<file path="config.mk">
export PLATFORM = sky130hd
export DESIGN_NAME = tcma_front
export DESIGN_NICKNAME = d
export VERILOG_FILES = /design/src/rtl/core/tcma_pkg.sv /design/src/rtl/core/tcma_front.sv
export SDC_FILE = /design/constraint.sdc
export NUM_CORES = 1
export LEC_CHECK = 0
export ABC_AREA = 1
export BUFFER_PORTS_ARGS = -buffer_cell sky130_fd_sc_hd__buf_2
export CAP_MARGIN = 0
export CORE_MARGIN = 5
export CORE_UTILIZATION = 40
export CTS_BUF_LIST = sky130_fd_sc_hd__clkbuf_4 sky130_fd_sc_hd__clkbuf_8 sky130_fd_sc_hd__clkbuf_16
export DETAILED_ROUTE_END_ITERATION = 6
export SYNTH_ARGS = -nofsm -noshare
export SYNTH_HDL_FRONTEND = slang
export SYNTH_SLANG_ARGS = --single-unit
</file>
<file path="constraint.sdc">
create_clock -name clk -period 4.91 [get_ports clk]
set_input_delay 1.2275 -clock clk [delete_from_list [all_inputs] [get_ports clk]]
set_output_delay 1.2275 -clock clk [all_outputs]
set_load 0.05 [all_outputs]
</file>
<file path="src/rtl/core/tcma_pkg.sv">
// Shared constants, types and register codes of the three-axis calibrated moving average.
`default_nettype none

package tcma_pkg;

  localparam int MAX_WINDOW  = 64;
  localparam int SAMPLE_BITS = 16;

  localparam int PTR_W = $clog2(MAX_WINDOW);
  localparam int CNT_W = $clog2(MAX_WINDOW + 1);
  localparam int SUM_W = SAMPLE_BITS + $clog2(MAX_WINDOW);

  localparam int WIN_W      = 7;
  localparam int COEF_W     = 16;
  localparam int ROW_W      = 3 * COEF_W;
  localparam int OFS_W      = 20;
  localparam int OFS_ALL_W  = 3 * OFS_W;
  localparam int OUT_W      = 24;
  localparam int CFG_DATA_W = 60;
  localparam int CFG_IDX_W  = 3;
  localparam int FRAC_BITS  = 12;

  localparam int PROD_W = COEF_W + SAMPLE_BITS;
  localparam int ACC_W  = PROD_W + 2;
  localparam int SHF_W  = ACC_W - FRAC_BITS;
  localparam int RES_W0 = (SHF_W > OFS_W) ? SHF_W : OFS_W;
  localparam int RES_W  = ((RES_W0 > OUT_W) ? RES_W0 : OUT_W) + 1;

  localparam int OUT_MAX = 8388607;
  localparam int OUT_MIN = -8388608;

  localparam int QUEUE_DEPTH = 2;

  localparam logic [CFG_IDX_W-1:0] CFG_WINDOW_LENGTH = 3'd0;
  localparam logic [CFG_IDX_W-1:0] CFG_COEFF_ROW_X   = 3'd1;
  localparam logic [CFG_IDX_W-1:0] CFG_COEFF_ROW_Y   = 3'd2;
  localparam logic [CFG_IDX_W-1:0] CFG_COEFF_ROW_Z   = 3'd3;
  localparam logic [CFG_IDX_W-1:0] CFG_OFFSET_TRIPLE = 3'd4;

  localparam logic [WIN_W-1:0]  WINDOW_RST = 7'd50;
  localparam logic [COEF_W-1:0] COEF_ONE   = 16'd4096;
  localparam logic [ROW_W-1:0]  ROW_X_RST  = {16'd0, 16'd0, COEF_ONE};
  localparam logic [ROW_W-1:0]  ROW_Y_RST  = {16'd0, COEF_ONE, 16'd0};
  localparam logic [ROW_W-1:0]  ROW_Z_RST  = {COEF_ONE, 16'd0, 16'd0};
  localparam logic [OFS_W-1:0]  OFS_X_RST  = 20'(-350);
  localparam logic [OFS_W-1:0]  OFS_Y_RST  = 20'(-2050);
  localparam logic [OFS_W-1:0]  OFS_Z_RST  = 20'(650);
  localparam logic [OFS_ALL_W-1:0] OFS_RST = {OFS_Z_RST, OFS_Y_RST, OFS_X_RST};

  typedef struct packed {
    logic signed [SAMPLE_BITS-1:0] z;
    logic signed [SAMPLE_BITS-1:0] y;
    logic signed [SAMPLE_BITS-1:0] x;
  } sample_t;

  typedef struct packed {
    logic                        start;
    logic [CNT_W-1:0]            divisor;
    logic [2:0][SUM_W-1:0]       sums;
  } div_req_t;

  typedef struct packed {
    logic                        done;
    logic [2:0][SAMPLE_BITS-1:0] avg;
  } div_rsp_t;

endpackage

`default_nettype wire

</file>
<file path="src/rtl/core/tcma_front.sv">
// Front end: accepts input transactions into a short queue ahead of the processing back end.
`default_nettype none

module tcma_front import tcma_pkg::*; (
  input  wire logic                          clk,
  input  wire logic                          rst_n,
  input  wire logic                          in_valid,
  output logic                               in_stall,
  input  wire logic signed [SAMPLE_BITS-1:0] in_sample_x,
  input  wire logic signed [SAMPLE_BITS-1:0] in_sample_y,
  input  wire logic signed [SAMPLE_BITS-1:0] in_sample_z,
  output logic                               q_valid,
  output sample_t                            q_sample,
  input  wire logic                          q_pop
);

  localparam int QPTR_W = (QUEUE_DEPTH > 1) ? $clog2(QUEUE_DEPTH) : 1;
  localparam int QCNT_W = $clog2(QUEUE_DEPTH + 1);

  sample_t             entries_r [QUEUE_DEPTH];
  logic [QPTR_W-1:0]   wr_ptr_r;
  logic [QPTR_W-1:0]   rd_ptr_r;
  logic [QCNT_W-1:0]   count_r;
  logic                push;

  assign in_stall = (count_r == QCNT_W'(QUEUE_DEPTH));
  assign push     = in_valid && !in_stall;
  assign q_valid  = (count_r != '0);
  assign q_sample = entries_r[rd_ptr_r];

  always_ff @(posedge clk) begin
    if (push) begin
      entries_r[wr_ptr_r] <= '{x: in_sample_x, y: in_sample_y, z: in_sample_z};
    end
  end

  always_ff @(posedge clk) begin
    if (!rst_n) begin
      wr_ptr_r <= '0;
      rd_ptr_r <= '0;
      count_r  <= '0;
    end else begin
      if (push) begin
        wr_ptr_r <= (wr_ptr_r == QPTR_W'(QUEUE_DEPTH - 1)) ? '0 : wr_ptr_r + 1'b1;
      end
      if (q_pop) begin
        rd_ptr_r <= (rd_ptr_r == QPTR_W'(QUEUE_DEPTH - 1)) ? '0 : rd_ptr_r + 1'b1;
      end
      case ({push, q_pop})
        2'b10:   count_r <= count_r + 1'b1;
        2'b01:   count_r <= count_r - 1'b1;
        default: count_r <= count_r;
      endcase
    end
  end

endmodule

`default_nettype wire

</file>
==> results.cfg <==
[global_routing]
antenna_found_initial = 0
grt_pass1_wl_um = 9940
gr-total-overflow = 0
grt_pass1_vias = 2031
grt_max_degree = 49
grt.total_usage = 0.115

[final_layout]
area_growth_pct = 22.3
final-instance-count-excl-fill = 429
n_antenna_cell = 0
layout.nets = 348
drive_gt1_frac = 0.563

[yosys]
synth_ff_type = edfxtp_1
synth.most_common_cell = edfxtp_1
synth.avg_cell_area_um2 = 20.3
synth_common_cells = 96 x edfxtp_1, 28 x mux2_2, 20 x mux2_4
synthCells = 186
yosysWarnings = 0
synth_nets = 239
synth_edf_count = 96
yosys.area.top_type = edfxtp_1
yosysSeqAreaShare = 0.790
synth_area_leaders = edfxtp_1 76%, mux2_2 8.3%, mux2_4 8.0%, dfxtp_1 2.7%, nor2_1 1.2%
ys_seq_elements = 101
postSynth.asyncResetShare = 0
yosysUniqueCellTypes = 13
synth_area_mm2 = 0.00378
synth.top_cell.area_share = 0.763

[min_path]
worstHoldPathType = reg -> reg

[floorplan]
ios = 102
die-area_mm2 = 0.0115
rows = 35
core-area_mm2 = 0.00924
initial_core_util = 0.409
fp.dieW_um = 107
dieHeight_um = 107

[drt]
routedWlPerCell_um = 15.4
vias = 1946
postRouteAntennaNets = 0
wirelength_um = 6600
drt_first_iter_violations = 67
viasPerCell = 4.54
drc = 0
first_pass_iters = 4

[cts]
cts_buffer_depth = 2
clk_pin_slew_worst_paths_ns = 0.08
htreeDepth = 3
postCtsSetupBuffers = 0
postCtsHoldBufs = 0
clock_latency_ns = 0.35
cts_root_buf = clkbuf_8
cts_made_buffers = 9
cts_tree = done
cts.repair.resized = 0
cts_sinks = 101

[power]
power_leakage_nw = 1.79
pwr-share-comb = 0.190
power_frac_seq = 0.542
swShare = 0.290
pwr-share-clk = 0.267
ir_drop_v = 0.000192
p_sw_uw = 556
p_int_mw = 1.36
power.total_mw = 1.92
pwr_density_cell_mw_per_mm2 = 416

[job]
maxCapViolCount = 0

[worst_setup_path]
start_kind = register
critPathKind = reg -> out
crit_required_ns = 3.68
crit_arrival_ns = 2.24
endpoint_kind = output port
path_max_fanout = 28

[place]
portBuffers = 101
place.gp.congestion = 0.705
hpwl_um = 4420
placed_cells_incl_taps = 413

[outcome]
status = completed

[sta]
fmax_ghz = 0.289
fin_crit_ns = 3.47
maxSlewViolCount = 0
maxSlewHeadroom = 0.294
hold_viol_final = 0
worst_pin_slew_ns = 1.06
setup_viol = 0
skew_ns = 0.0115
period_share = 0.706
rsz0062_at_grt = false
tns_ns = 0
## layout by cell type (no fill, tap or decap), types with 2 or more instances in the layout
master and count:
buf_2 101, nor2_1 11, clkbuf_8 9, mux2_2 28, mux2_4 20, inv_1 6, dfxtp_1 4, clkinv_4 2
buf_4 2, edfxtp_1 96, nand2_1 9
## kinds of logic after synthesis
group,synth area share
DFF,0.790
muxes,0.163
and+or+nand+nor,0.0225
buffers and inverters,0.0186
AOI/OAI and AO/OA,0.00265
adders and majority gates,0.00331
## stage by stage
step | cell area, µm² | util | worst slack, ns | hold slack, ns
2_1_floorplan | 3780 | - | 0.962 | 0.463
3_3_place_gp | 4420 | 0.479 | 1.79 | 0.479
3_5_place_dp | 4420 | 0.479 | 1.76 | 0.492
4_1_cts | 4620 | 0.500 | 1.37 | 0.519
5_1_grt | 4620 | 0.500 | 1.28 | 0.561
6_report | 4620 | 0.500 | 1.44 | 0.513
## final cells by class
type                            instances  area, µm²
Clock inverter                          6       63.8
Sequential cell                       101       2980
Timing Repair Buffer                  103        520
Fill cell                             793       4620
Tap cell                              129        161
Clock buffer                           10        131
Inverter                                7       26.3
Multi-Input combinational cell         73        731
## worst max-delay path: stages, from the launching register on
cell     delay (ns)
dfxtp_2        0.83
buf_4          0.46
mux2_2         0.38
buf_2          0.21
## metal layers
layer,global-route usage,vias up,wire length (µm)
met5,0,-,0
met4,0.0384,0,80
met3,0.0506,9,590
met2,0.186,75,3100
met1,0.137,939,2830
li1,-,923,-
## power by group through the flow
| stage | clock, mW | combinational, mW | sequential [mW] |
|---|---|---|---|
| floorplan | 0 | 0.288 | 1.05 |
| detailed placement | 0 | 0.370 | 1.06 |
| global route | 0.561 | 0.386 | 1.05 |
| global placement | 0 | 0.368 | 1.06 |
| CTS | 0.527 | 0.371 | 1.04 |
| finish | 0.514 | 0.365 | 1.04 |
## path summary, 6_finish.rpt
check	start	endpoint	slack, ns	depth (start not counted)
max	register	q_sample[31]	1.44	3
min	rd_ptr_r	register	0.51	2
max reg2reg	count_r[1]	entries_r[0][19]	2.73	6
min reg2reg	rd_ptr_r	register	0.51	2
## state kept, by name, indices dropped and copies added, names as in the netlist, named ones only
register,cells
wr_ptr_r,1
count_r,2
rd_ptr_r,1
entries_r,96
(Power assumes the default switching activity.)
