**config.mk**
```make
export PLATFORM = sky130hd
export DESIGN_NAME = tcma_back
export DESIGN_NICKNAME = d
export VERILOG_FILES = /design/src/rtl/core/tcma_pkg.sv /design/src/rtl/core/tcma_div.sv /design/src/rtl/core/tcma_back.sv
export SDC_FILE = /design/constraint.sdc
export NUM_CORES = 2
export LEC_CHECK = 0
export BUFFER_PORTS_ARGS = -buffer_cell sky130_fd_sc_hd__buf_2
export CELL_PAD_IN_SITES_DETAIL_PLACEMENT = 1
export CELL_PAD_IN_SITES_GLOBAL_PLACEMENT = 1
export CORE_MARGIN = 1
export CORE_UTILIZATION = 45
export DETAILED_ROUTE_END_ITERATION = 10
export PLACE_DENSITY_LB_ADDON = 0.25
export SYNTH_ARGS = -nofsm -noshare
export SYNTH_HDL_FRONTEND = slang
export SYNTH_SLANG_ARGS = --single-unit
```
**constraint.sdc**
```tcl
create_clock -name clk -period 8.4 [get_ports clk]
set_input_delay 0.42 -clock clk [delete_from_list [all_inputs] [get_ports clk]]
set_output_delay 0.42 -clock clk [all_outputs]
set_load 0.01 [all_outputs]
```
**src/rtl/core/tcma_pkg.sv**
```systemverilog
// Shared constants, types and register codes of the three-axis calibrated moving average.
`default_nettype none

package tcma_pkg;

  localparam int MAX_WINDOW  = 64;
  localparam int SAMPLE_BITS = 16;

  localparam int PTR_W = $clog2(MAX_WINDOW);
  localparam int CNT_W = $clog2(MAX_WINDOW + 1);
  localparam int SUM_W = SAMPLE_BITS + $clog2(MAX_WINDOW);

  localparam int WIN_W      = 7;
  localparam int COEF_W     = 16;
  localparam int ROW_W      = 3 * COEF_W;
  localparam int OFS_W      = 20;
  localparam int OFS_ALL_W  = 3 * OFS_W;
  localparam int OUT_W      = 24;
  localparam int CFG_DATA_W = 60;
  localparam int CFG_IDX_W  = 3;
  localparam int FRAC_BITS  = 12;

  localparam int PROD_W = COEF_W + SAMPLE_BITS;
  localparam int ACC_W  = PROD_W + 2;
  localparam int SHF_W  = ACC_W - FRAC_BITS;
  localparam int RES_W0 = (SHF_W > OFS_W) ? SHF_W : OFS_W;
  localparam int RES_W  = ((RES_W0 > OUT_W) ? RES_W0 : OUT_W) + 1;

  localparam int OUT_MAX = 8388607;
  localparam int OUT_MIN = -8388608;

  localparam int QUEUE_DEPTH = 2;

  localparam logic [CFG_IDX_W-1:0] CFG_WINDOW_LENGTH = 3'd0;
  localparam logic [CFG_IDX_W-1:0] CFG_COEFF_ROW_X   = 3'd1;
  localparam logic [CFG_IDX_W-1:0] CFG_COEFF_ROW_Y   = 3'd2;
  localparam logic [CFG_IDX_W-1:0] CFG_COEFF_ROW_Z   = 3'd3;
  localparam logic [CFG_IDX_W-1:0] CFG_OFFSET_TRIPLE = 3'd4;

  localparam logic [WIN_W-1:0]  WINDOW_RST = 7'd50;
  localparam logic [COEF_W-1:0] COEF_ONE   = 16'd4096;
  localparam logic [ROW_W-1:0]  ROW_X_RST  = {16'd0, 16'd0, COEF_ONE};
  localparam logic [ROW_W-1:0]  ROW_Y_RST  = {16'd0, COEF_ONE, 16'd0};
  localparam logic [ROW_W-1:0]  ROW_Z_RST  = {COEF_ONE, 16'd0, 16'd0};
  localparam logic [OFS_W-1:0]  OFS_X_RST  = 20'(-350);
  localparam logic [OFS_W-1:0]  OFS_Y_RST  = 20'(-2050);
  localparam logic [OFS_W-1:0]  OFS_Z_RST  = 20'(650);
  localparam logic [OFS_ALL_W-1:0] OFS_RST = {OFS_Z_RST, OFS_Y_RST, OFS_X_RST};

  typedef struct packed {
    logic signed [SAMPLE_BITS-1:0] z;
    logic signed [SAMPLE_BITS-1:0] y;
    logic signed [SAMPLE_BITS-1:0] x;
  } sample_t;

  typedef struct packed {
    logic                        start;
    logic [CNT_W-1:0]            divisor;
    logic [2:0][SUM_W-1:0]       sums;
  } div_req_t;

  typedef struct packed {
    logic                        done;
    logic [2:0][SAMPLE_BITS-1:0] avg;
  } div_rsp_t;

endpackage

`default_nettype wire

```
**src/rtl/core/tcma_div.sv**
```systemverilog
// Three-lane restoring divider that turns the window sums into truncated averages.
`default_nettype none

module tcma_div import tcma_pkg::*; (
  input  wire logic     clk,
  input  wire logic     rst_n,
  input  wire div_req_t req,
  output div_rsp_t      rsp
);

  localparam int STEP_W = $clog2(SUM_W + 1);

  logic [STEP_W-1:0] step_r;
  logic              busy_r;
  logic              done_r;
  logic [CNT_W-1:0]  d_r;
  logic [SUM_W-1:0]  dq_r  [3];
  logic [CNT_W-1:0]  rem_r [3];
  logic              neg_r [3];

  logic [CNT_W:0]    trial   [3];
  logic              ge      [3];
  logic [CNT_W-1:0]  rem_nxt [3];
  logic [SUM_W-1:0]  dq_nxt  [3];
  logic [SUM_W-1:0]  mag     [3];
  logic [SUM_W-1:0]  quo     [3];

  always_comb begin
    for (int l = 0; l < 3; l++) begin
      trial[l]   = {rem_r[l], dq_r[l][SUM_W-1]};
      ge[l]      = (trial[l] >= {1'b0, d_r});
      rem_nxt[l] = ge[l] ? CNT_W'(trial[l] - {1'b0, d_r}) : CNT_W'(trial[l]);
      dq_nxt[l]  = {dq_r[l][SUM_W-2:0], ge[l]};
      mag[l]     = req.sums[l][SUM_W-1] ? (~req.sums[l] + 1'b1) : req.sums[l];
      quo[l]     = neg_r[l] ? (~dq_r[l] + 1'b1) : dq_r[l];
      rsp.avg[l] = quo[l][SAMPLE_BITS-1:0];
    end
    rsp.done = done_r;
  end

  always_ff @(posedge clk) begin
    if (!rst_n) begin
      busy_r <= 1'b0;
      done_r <= 1'b0;
      step_r <= '0;
    end else begin
      done_r <= busy_r && (step_r == STEP_W'(1));
      if (req.start) begin
        busy_r <= 1'b1;
        step_r <= STEP_W'(SUM_W);
      end else if (busy_r) begin
        step_r <= step_r - 1'b1;
        if (step_r == STEP_W'(1)) begin
          busy_r <= 1'b0;
        end
      end
    end
  end

  always_ff @(posedge clk) begin
    if (req.start) begin
      d_r <= req.divisor;
      for (int l = 0; l < 3; l++) begin
        dq_r[l]  <= mag[l];
        rem_r[l] <= '0;
        neg_r[l] <= req.sums[l][SUM_W-1];
      end
    end else if (busy_r) begin
      for (int l = 0; l < 3; l++) begin
        dq_r[l]  <= dq_nxt[l];
        rem_r[l] <= rem_nxt[l];
      end
    end
  end

endmodule

`default_nettype wire

```
**src/rtl/core/tcma_back.sv**
```systemverilog
// Back end: sample ring, window sums, averaging, calibration and the output register.
`default_nettype none

module tcma_back import tcma_pkg::*; (
  input  wire logic                     clk,
  input  wire logic                     rst_n,
  input  wire logic                     cfg_we,
  input  wire logic [CFG_IDX_W-1:0]     cfg_index,
  input  wire logic [CFG_DATA_W-1:0]    cfg_data,
  input  wire logic                     q_valid,
  input  wire sample_t                  q_sample,
  output logic                          q_pop,
  output logic                          out_valid,
  input  wire logic                     out_stall,
  output logic signed [OUT_W-1:0]       out_rate_x,
  output logic signed [OUT_W-1:0]       out_rate_y,
  output logic signed [OUT_W-1:0]       out_rate_z
);

  localparam int CMP_W = (WIN_W > CNT_W) ? WIN_W : CNT_W;

  typedef enum logic [2:0] {
    S_IDLE, S_SUM, S_DSTART, S_DWAIT, S_MUL, S_OUT
  } state_t;

  state_t                    state_r;
  logic [WIN_W-1:0]          win_r;
  logic [2:0][ROW_W-1:0]     coef_rows_r;
  logic [OFS_ALL_W-1:0]      ofs_r;

  sample_t                   ring_r [MAX_WINDOW];
  sample_t                   rd_data_r;
  logic [PTR_W-1:0]          wp_r;
  logic [PTR_W-1:0]          idx_r;
  logic [CNT_W-1:0]          fill_r;
  logic [CNT_W-1:0]          n_r;
  logic [CNT_W-1:0]          rem_cnt_r;
  logic                      pend_r;
  logic signed [SUM_W-1:0]   sum_x_r;
  logic signed [SUM_W-1:0]   sum_y_r;
  logic signed [SUM_W-1:0]   sum_z_r;

  logic [2:0][SAMPLE_BITS-1:0] avg_r;
  logic [1:0]                mrow_r;
  logic [1:0]                mcol_r;
  logic                      issue_done_r;
  logic signed [PROD_W-1:0]  prod_r;
  logic                      mul_v_r;
  logic                      mul_first_r;
  logic                      mul_last_r;
  logic [1:0]                mul_row_r;
  logic signed [ACC_W-1:0]   acc_r;
  logic signed [ACC_W-1:0]   fin_acc_r;
  logic                      fin_v_r;
  logic [1:0]                fin_row_r;
  logic [2:0][OUT_W-1:0]     res_r;

  logic                      out_valid_r;
  logic signed [OUT_W-1:0]   out_rate_x_r;
  logic signed [OUT_W-1:0]   out_rate_y_r;
  logic signed [OUT_W-1:0]   out_rate_z_r;

  logic [CNT_W-1:0]          fill_nxt;
  logic [CMP_W-1:0]          win_ext;
  logic [CMP_W-1:0]          win_c;
  logic [CMP_W-1:0]          fill_ext;
  logic [CNT_W-1:0]          n_c;
  logic                      rd_en;
  logic                      issue;
  logic [COEF_W-1:0]         coef_sel;
  logic [SAMPLE_BITS-1:0]    avg_sel;
  logic signed [ACC_W-1:0]   acc_nxt;
  logic [OFS_W-1:0]          ofs_sel;
  logic signed [SHF_W-1:0]   shf;
  logic signed [RES_W-1:0]   res_sum;
  logic [OUT_W-1:0]          res_sat;
  logic                      out_load;
  div_req_t                  div_req;
  div_rsp_t                  div_rsp;

  always_comb begin
    fill_nxt = (fill_r < CNT_W'(MAX_WINDOW)) ? fill_r + 1'b1 : fill_r;
    win_ext  = CMP_W'(win_r);
    if (win_ext == '0) begin
      win_c = CMP_W'(1);
    end else if (win_ext > CMP_W'(MAX_WINDOW)) begin
      win_c = CMP_W'(MAX_WINDOW);
    end else begin
      win_c = win_ext;
    end
    fill_ext = CMP_W'(fill_nxt);
    n_c      = CNT_W'((fill_ext < win_c) ? fill_ext : win_c);
  end

  assign q_pop    = (state_r == S_IDLE) && q_valid;
  assign rd_en    = (state_r == S_SUM) && (rem_cnt_r != '0);
  assign issue    = (state_r == S_MUL) && !issue_done_r;
  assign out_load = (state_r == S_OUT) && (!out_valid_r || !out_stall);

  always_comb begin
    div_req.start   = (state_r == S_DSTART);
    div_req.divisor = n_r;
    div_req.sums    = {sum_z_r, sum_y_r, sum_x_r};
  end

  tcma_div u_div (
    .clk   (clk),
    .rst_n (rst_n),
    .req   (div_req),
    .rsp   (div_rsp)
  );

  always_comb begin
    case (mcol_r)
      2'd0: begin
        coef_sel = coef_rows_r[mrow_r][COEF_W-1:0];
        avg_sel  = avg_r[0];
      end
      2'd1: begin
        coef_sel = coef_rows_r[mrow_r][2*COEF_W-1:COEF_W];
        avg_sel  = avg_r[1];
      end
      2'd2: begin
        coef_sel = coef_rows_r[mrow_r][3*COEF_W-1:2*COEF_W];
        avg_sel  = avg_r[2];
      end
      default: begin
        coef_sel = '0;
        avg_sel  = '0;
      end
    endcase
    acc_nxt = (mul_first_r ? ACC_W'(0) : acc_r) + ACC_W'(prod_r);
    case (fin_row_r)
      2'd0:    ofs_sel = ofs_r[OFS_W-1:0];
      2'd1:    ofs_sel = ofs_r[2*OFS_W-1:OFS_W];
      2'd2:    ofs_sel = ofs_r[3*OFS_W-1:2*OFS_W];
      default: ofs_sel = '0;
    endcase
    shf     = fin_acc_r[ACC_W-1:FRAC_BITS];
    res_sum = RES_W'(shf) + RES_W'($signed(ofs_sel));
    if (res_sum > RES_W'(OUT_MAX)) begin
      res_sat = OUT_W'(OUT_MAX);
    end else if (res_sum < RES_W'(OUT_MIN)) begin
      res_sat = OUT_W'(OUT_MIN);
    end else begin
      res_sat = res_sum[OUT_W-1:0];
    end
  end

  always_ff @(posedge clk) begin
    if (q_pop) begin
      ring_r[wp_r] <= q_sample;
    end
    if (rd_en) begin
      rd_data_r <= ring_r[idx_r];
    end
  end

  always_ff @(posedge clk) begin
    if (!rst_n) begin
      state_r      <= S_IDLE;
      win_r        <= WINDOW_RST;
      coef_rows_r  <= {ROW_Z_RST, ROW_Y_RST, ROW_X_RST};
      ofs_r        <= OFS_RST;
      wp_r         <= '0;
      idx_r        <= '0;
      fill_r       <= '0;
      n_r          <= '0;
      rem_cnt_r    <= '0;
      pend_r       <= 1'b0;
      sum_x_r      <= '0;
      sum_y_r      <= '0;
      sum_z_r      <= '0;
      mrow_r       <= '0;
      mcol_r       <= '0;
      issue_done_r <= 1'b1;
      mul_v_r      <= 1'b0;
      fin_v_r      <= 1'b0;
      out_valid_r  <= 1'b0;
    end else begin
      if (cfg_we) begin
        case (cfg_index)
          CFG_WINDOW_LENGTH: win_r          <= cfg_data[WIN_W-1:0];
          CFG_COEFF_ROW_X:   coef_rows_r[0] <= cfg_data[ROW_W-1:0];
          CFG_COEFF_ROW_Y:   coef_rows_r[1] <= cfg_data[ROW_W-1:0];
          CFG_COEFF_ROW_Z:   coef_rows_r[2] <= cfg_data[ROW_W-1:0];
          CFG_OFFSET_TRIPLE: ofs_r          <= cfg_data[OFS_ALL_W-1:0];
          default:           ;
        endcase
      end

      pend_r <= rd_en;
      if (pend_r) begin
        sum_x_r <= sum_x_r + SUM_W'(rd_data_r.x);
        sum_y_r <= sum_y_r + SUM_W'(rd_data_r.y);
        sum_z_r <= sum_z_r + SUM_W'(rd_data_r.z);
      end

      mul_v_r <= issue;
      if (issue) begin
        prod_r      <= $signed(coef_sel) * $signed(avg_sel);
        mul_first_r <= (mcol_r == 2'd0);
        mul_last_r  <= (mcol_r == 2'd2);
        mul_row_r   <= mrow_r;
        if (mcol_r == 2'd2) begin
          mcol_r <= 2'd0;
          mrow_r <= mrow_r + 1'b1;
          if (mrow_r == 2'd2) begin
            issue_done_r <= 1'b1;
          end
        end else begin
          mcol_r <= mcol_r + 1'b1;
        end
      end
      fin_v_r <= mul_v_r && mul_last_r;
      if (mul_v_r) begin
        acc_r <= acc_nxt;
        if (mul_last_r) begin
          fin_acc_r <= acc_nxt;
          fin_row_r <= mul_row_r;
        end
      end
      if (fin_v_r) begin
        res_r[fin_row_r] <= res_sat;
      end

      if (out_valid_r && !out_stall && !out_load) begin
        out_valid_r <= 1'b0;
      end

      case (state_r)
        S_IDLE: begin
          if (q_valid) begin
            wp_r      <= (wp_r == PTR_W'(MAX_WINDOW - 1)) ? '0 : wp_r + 1'b1;
            idx_r     <= wp_r;
            fill_r    <= fill_nxt;
            n_r       <= n_c;
            rem_cnt_r <= n_c;
            sum_x_r   <= '0;
            sum_y_r   <= '0;
            sum_z_r   <= '0;
            state_r   <= S_SUM;
          end
        end
        S_SUM: begin
          if (rd_en) begin
            rem_cnt_r <= rem_cnt_r - 1'b1;
            idx_r     <= (idx_r == '0) ? PTR_W'(MAX_WINDOW - 1) : idx_r - 1'b1;
          end else begin
            state_r <= S_DSTART;
          end
        end
        S_DSTART: begin
          state_r <= S_DWAIT;
        end
        S_DWAIT: begin
          if (div_rsp.done) begin
            avg_r        <= div_rsp.avg;
            mrow_r       <= '0;
            mcol_r       <= '0;
            issue_done_r <= 1'b0;
            state_r      <= S_MUL;
          end
        end
        S_MUL: begin
          if (fin_v_r && (fin_row_r == 2'd2)) begin
            state_r <= S_OUT;
          end
        end
        S_OUT: begin
          if (out_load) begin
            out_valid_r <= 1'b1;
            state_r     <= S_IDLE;
          end
        end
        default: state_r <= S_IDLE;
      endcase
    end
  end

  always_ff @(posedge clk) begin
    if (out_load) begin
      out_rate_x_r <= res_r[0];
      out_rate_y_r <= res_r[1];
      out_rate_z_r <= res_r[2];
    end
  end

  assign out_valid  = out_valid_r;
  assign out_rate_x = out_rate_x_r;
  assign out_rate_y = out_rate_y_r;
  assign out_rate_z = out_rate_z_r;

  a_div_done_when_waiting: assert property (@(posedge clk) disable iff (!rst_n)
    div_rsp.done |-> (state_r == S_DWAIT))
    else $error("divider finished outside its wait state");

  a_window_bounds: assert property (@(posedge clk) disable iff (!rst_n)
    (state_r == S_SUM) |-> (n_r != '0) && (n_r <= fill_r) &&
                           (fill_r <= CNT_W'(MAX_WINDOW)))
    else $error("averaging count outside the filled part of the ring");

  a_result_held: assert property (@(posedge clk) disable iff (!rst_n)
    (state_r == S_OUT && out_valid_r && out_stall) |=> (state_r == S_OUT))
    else $error("new result overran an unaccepted one");

  a_final_in_mul: assert property (@(posedge clk) disable iff (!rst_n)
    fin_v_r |-> (state_r == S_MUL))
    else $error("calibration result produced outside the multiply phase");

endmodule

`default_nettype wire

```
==> results.yml <==
routing:
  drc_errors: 0
  drtAntennaViolNets: 0
  via_per_inst: 6.05
  routedWlPerCell_um: 32.5
  drtPass1Iterations: 6
  vias: 89500
  drt_iter0_drc: 9826
  drt-total-wl_mm: 480
logic_synthesis:
  synthAdderAreaFrac_pct: 5.16
  ys_ff_latch: 3832
  yosysMostFrequentCell: "edfxtp_1"
  yosysTopAreaCellShare_pct: 64.4
  synth_top_flop_cell: "edfxtp_1"
  synthTopCellsByArea: "edfxtp_1 64%, mux4_2 13%, dfxtp_1 4.0%, fa_1 3.3%, ha_1 1.9%"
  synth_nets: 9870
  synth-edff-count: 3503
  seq_area_frac_synth_pct: 68.4
  ys_async_sr_fraction_pct: 0
  synth_top_family_by_area: "multiplexers"
  synth.distinct_cells: 82
  synth-simple-area-share_pct: 4.43
  synth_area_um2: 163000
  yosysTopAreaCell: "edfxtp_1"
  synthTopCellsByCount: "3,503 x edfxtp_1, 953 x mux4_2, 713 x nand2_1, 468 x nor2_1, 378 x inv_1"
  synth_compound_area_share_pct: 3.98
  synth_cells: 9242
  syn_avg_cell_area_um2: 17.7
  synth_xor_area_share_pct: 1.35
  yosys_warnings: 0
  synth_mux_area_share_pct: 14.6
outcome:
  status: "finished clean"
pwr:
  p_per_area_nw_per_um2: 248
  seqPwrFrac_pct: 47.1
  clockPowerShare_pct: 38.5
  p_switching_mw: 11.7
  ir_drop_uv: 205
  p_comb_share_pct: 14.5
  netSwitchingFraction_pct: 25.6
  p_int_mw: 34.1
  leakagePower_nw: 60.5
floorplanning:
  die_w_um: 604
  fp.coreArea_um2: 360000
  die_y_um: 604
  ios: 190
  die_area_um2: 365000
  start_util_pct: 45.4
  row_count: 220
cts:
  clockRootBuffer: "clkbuf_16"
  clockBufferDepth: 4
  numCtsBuffers: 392
  cts_tree: "built"
  clk_latency_ns: 0.99
  clk_pin_slew_worst_paths_ns: 0.06
  cts_max_level: 5
  cts.sinks: 3832
timing:
  tightest_slew_ns: 1.33
  finalHoldWorstSlack_ns: 0.155
  rsz0062_at_grt: "false"
  finalCritPeriodShare_pct: 95.2
  finalSetupViolCount: 0
  tns_ns: 0
  slew_violations: 0
  relSlewSlack_pct: 11.1
  hold_violations: 0
  fmax_mhz: 125
  fin_skew_ns: 0.0708
  period_needed_ns: 7.99
cells_and_area:
  utilization_pct: 51.3
  fillers: 33100
  instances_no_fill: 14800
  drive_gt1_share_pct: 21.0
  area_growth_pct: 13.0
  seq_area_um2: 112000
  final_nets: 10300
  multi_input_area_um2: 48800
worst_setup_path:
  path_max_fanout: 31
  start_kind: "flop"
  cpMaxStageDelayCell: "fa_1"
  reg2reg_slack_ns: 0.41
  crit_top_cell: "fa_1"
  critPathArrivalTime_ns: 8.68
  cpPeakStageDelay_ns: 0.57
  end_kind: "flop"
  required_ns: 9.09
  critPathKind: "reg2reg"
global_route:
  gr-total-overflow: 0
  antenna_found_initial: 32
  grt_max_degree: 218
  grt_pass1_vias: 92400
  grt_usage_pct: 26.0
  grt_pass1_wl_mm: 679
placed_design:
  place_inst: 14000
  place.gp.congestion: 0.891
  hpwlAfterDp_mm: 283
  port_buffers: 189
min_path:
  hold_path.class: "in2reg"
job:
  drv_cap: 0
==> power groups by stage <==
stage | registers (mW) | logic [mW] | clock network [mW]
2_1_floorplan | 21.7 | 4.38 | 0
3_3_place_gp | 22.0 | 6.46 | 0
3_5_place_dp | 22.0 | 6.61 | 0
4_1_cts | 21.6 | 6.67 | 17.9
5_1_grt | 21.6 | 7.05 | 18.5
6_report | 21.6 | 6.63 | 17.6
==> state kept, by name, summed over array words and instances (netlist names), 32 cells and up <==
register,cells
avg_r,48
prod_r,32
ofs_r,60
ring_r,3072
rd_data_r,48
u_div.dq_r,66
acc_r,34
coef_rows_r,144
res_r,72
==> worst paths after layout <==
check	start	cells after the start	to
max	mcol_r[1]	26	prod_r[30]
min	cfg_index[2]	5	win_ext[5]
max reg2reg	mcol_r[1]	26	prod_r[30]
min reg2reg	res_r[35]	0	out_rate_y[11]
==> cells in the final DEF, fill, tap and decap left out, drive strengths merged, types with 76 or more instances in the layout <==
cell type / instances
a21oi: 218
a21boi: 182
buf: 423
xnor2: 170
nand2b: 76
mux4: 953
inv: 389
mux2i: 218
ha: 242
clkbuf: 484
dfxtp: 329
nor2b: 78
edfxtp: 3503
nor2: 468
clkinv: 183
xor2: 82
nand2: 713
fa: 270
nand3: 83
o21ai: 221
==> cell type report <==
| type | count | share of cell area (%) |
|---|---|---|
| sequential | 3832 | 60.6 |
| clock inverter | 247 | 1.45 |
| clock buffer | 484 | 5.57 |
| multi-input combinational | 4586 | 26.4 |
| antenna | 10 | 0.0136 |
| inverter | 379 | 0.771 |
| tap | 4773 | 3.23 |
| timing repair buffer | 487 | 1.98 |
==> worst max-delay path: cells and delay by family, from the launching register on <==
family | cells | cell delay, ns
mux | 1 | 0.24
fa+ha+maj | 7 | 3.39
flops | 1 | 0.46
compound gates | 8 | 2.25
simple gates | 3 | 0.44
xor+xnor | 1 | 0.08
buf+inv | 6 | 0.84
==> cells by family (layout without fill, tap and decap cells) <==
logic type,after synthesis,count (layout)
AOI/OAI and AO/OA,992,992
xor gates and xnor gates,252,252
adders and majority gates,512,512
buffers and inverters,824,1597
DFF,3832,3832
muxes,1189,1189
other,0,10
and+or+nand+nor,1641,1641
==> repair_timing <==
item	CTS	global route
endpoints found under the setup margin	0	3
hold buffers	64	0
gates resized for setup	0	2
setup buffers	0	0
endpoints found under the hold margin	250	0
==> stage by stage <==
stage	area (µm²)	total power [mW]	worst slack [ns]
6_report	185000	45.8	0.406
5_1_grt	185000	47.1	0.0449
4_1_cts	185000	46.1	0.178
3_5_place_dp	171000	28.6	0.258
3_3_place_gp	171000	28.4	0.450
2_1_floorplan	163000	26.1	0.959
==> metal layers <==
layer | vias to the layer above | share of wire [%] | GRT usage, %
li1 | 36900 | - | -
met1 | 48100 | 40 | 34.7
met2 | 3717 | 49 | 43.9
met3 | 810 | 7.3 | 4.15
met4 | 22 | 3.6 | 8.48
met5 | - | 0.030 | 0
Power figures use the tool's default switching activity.
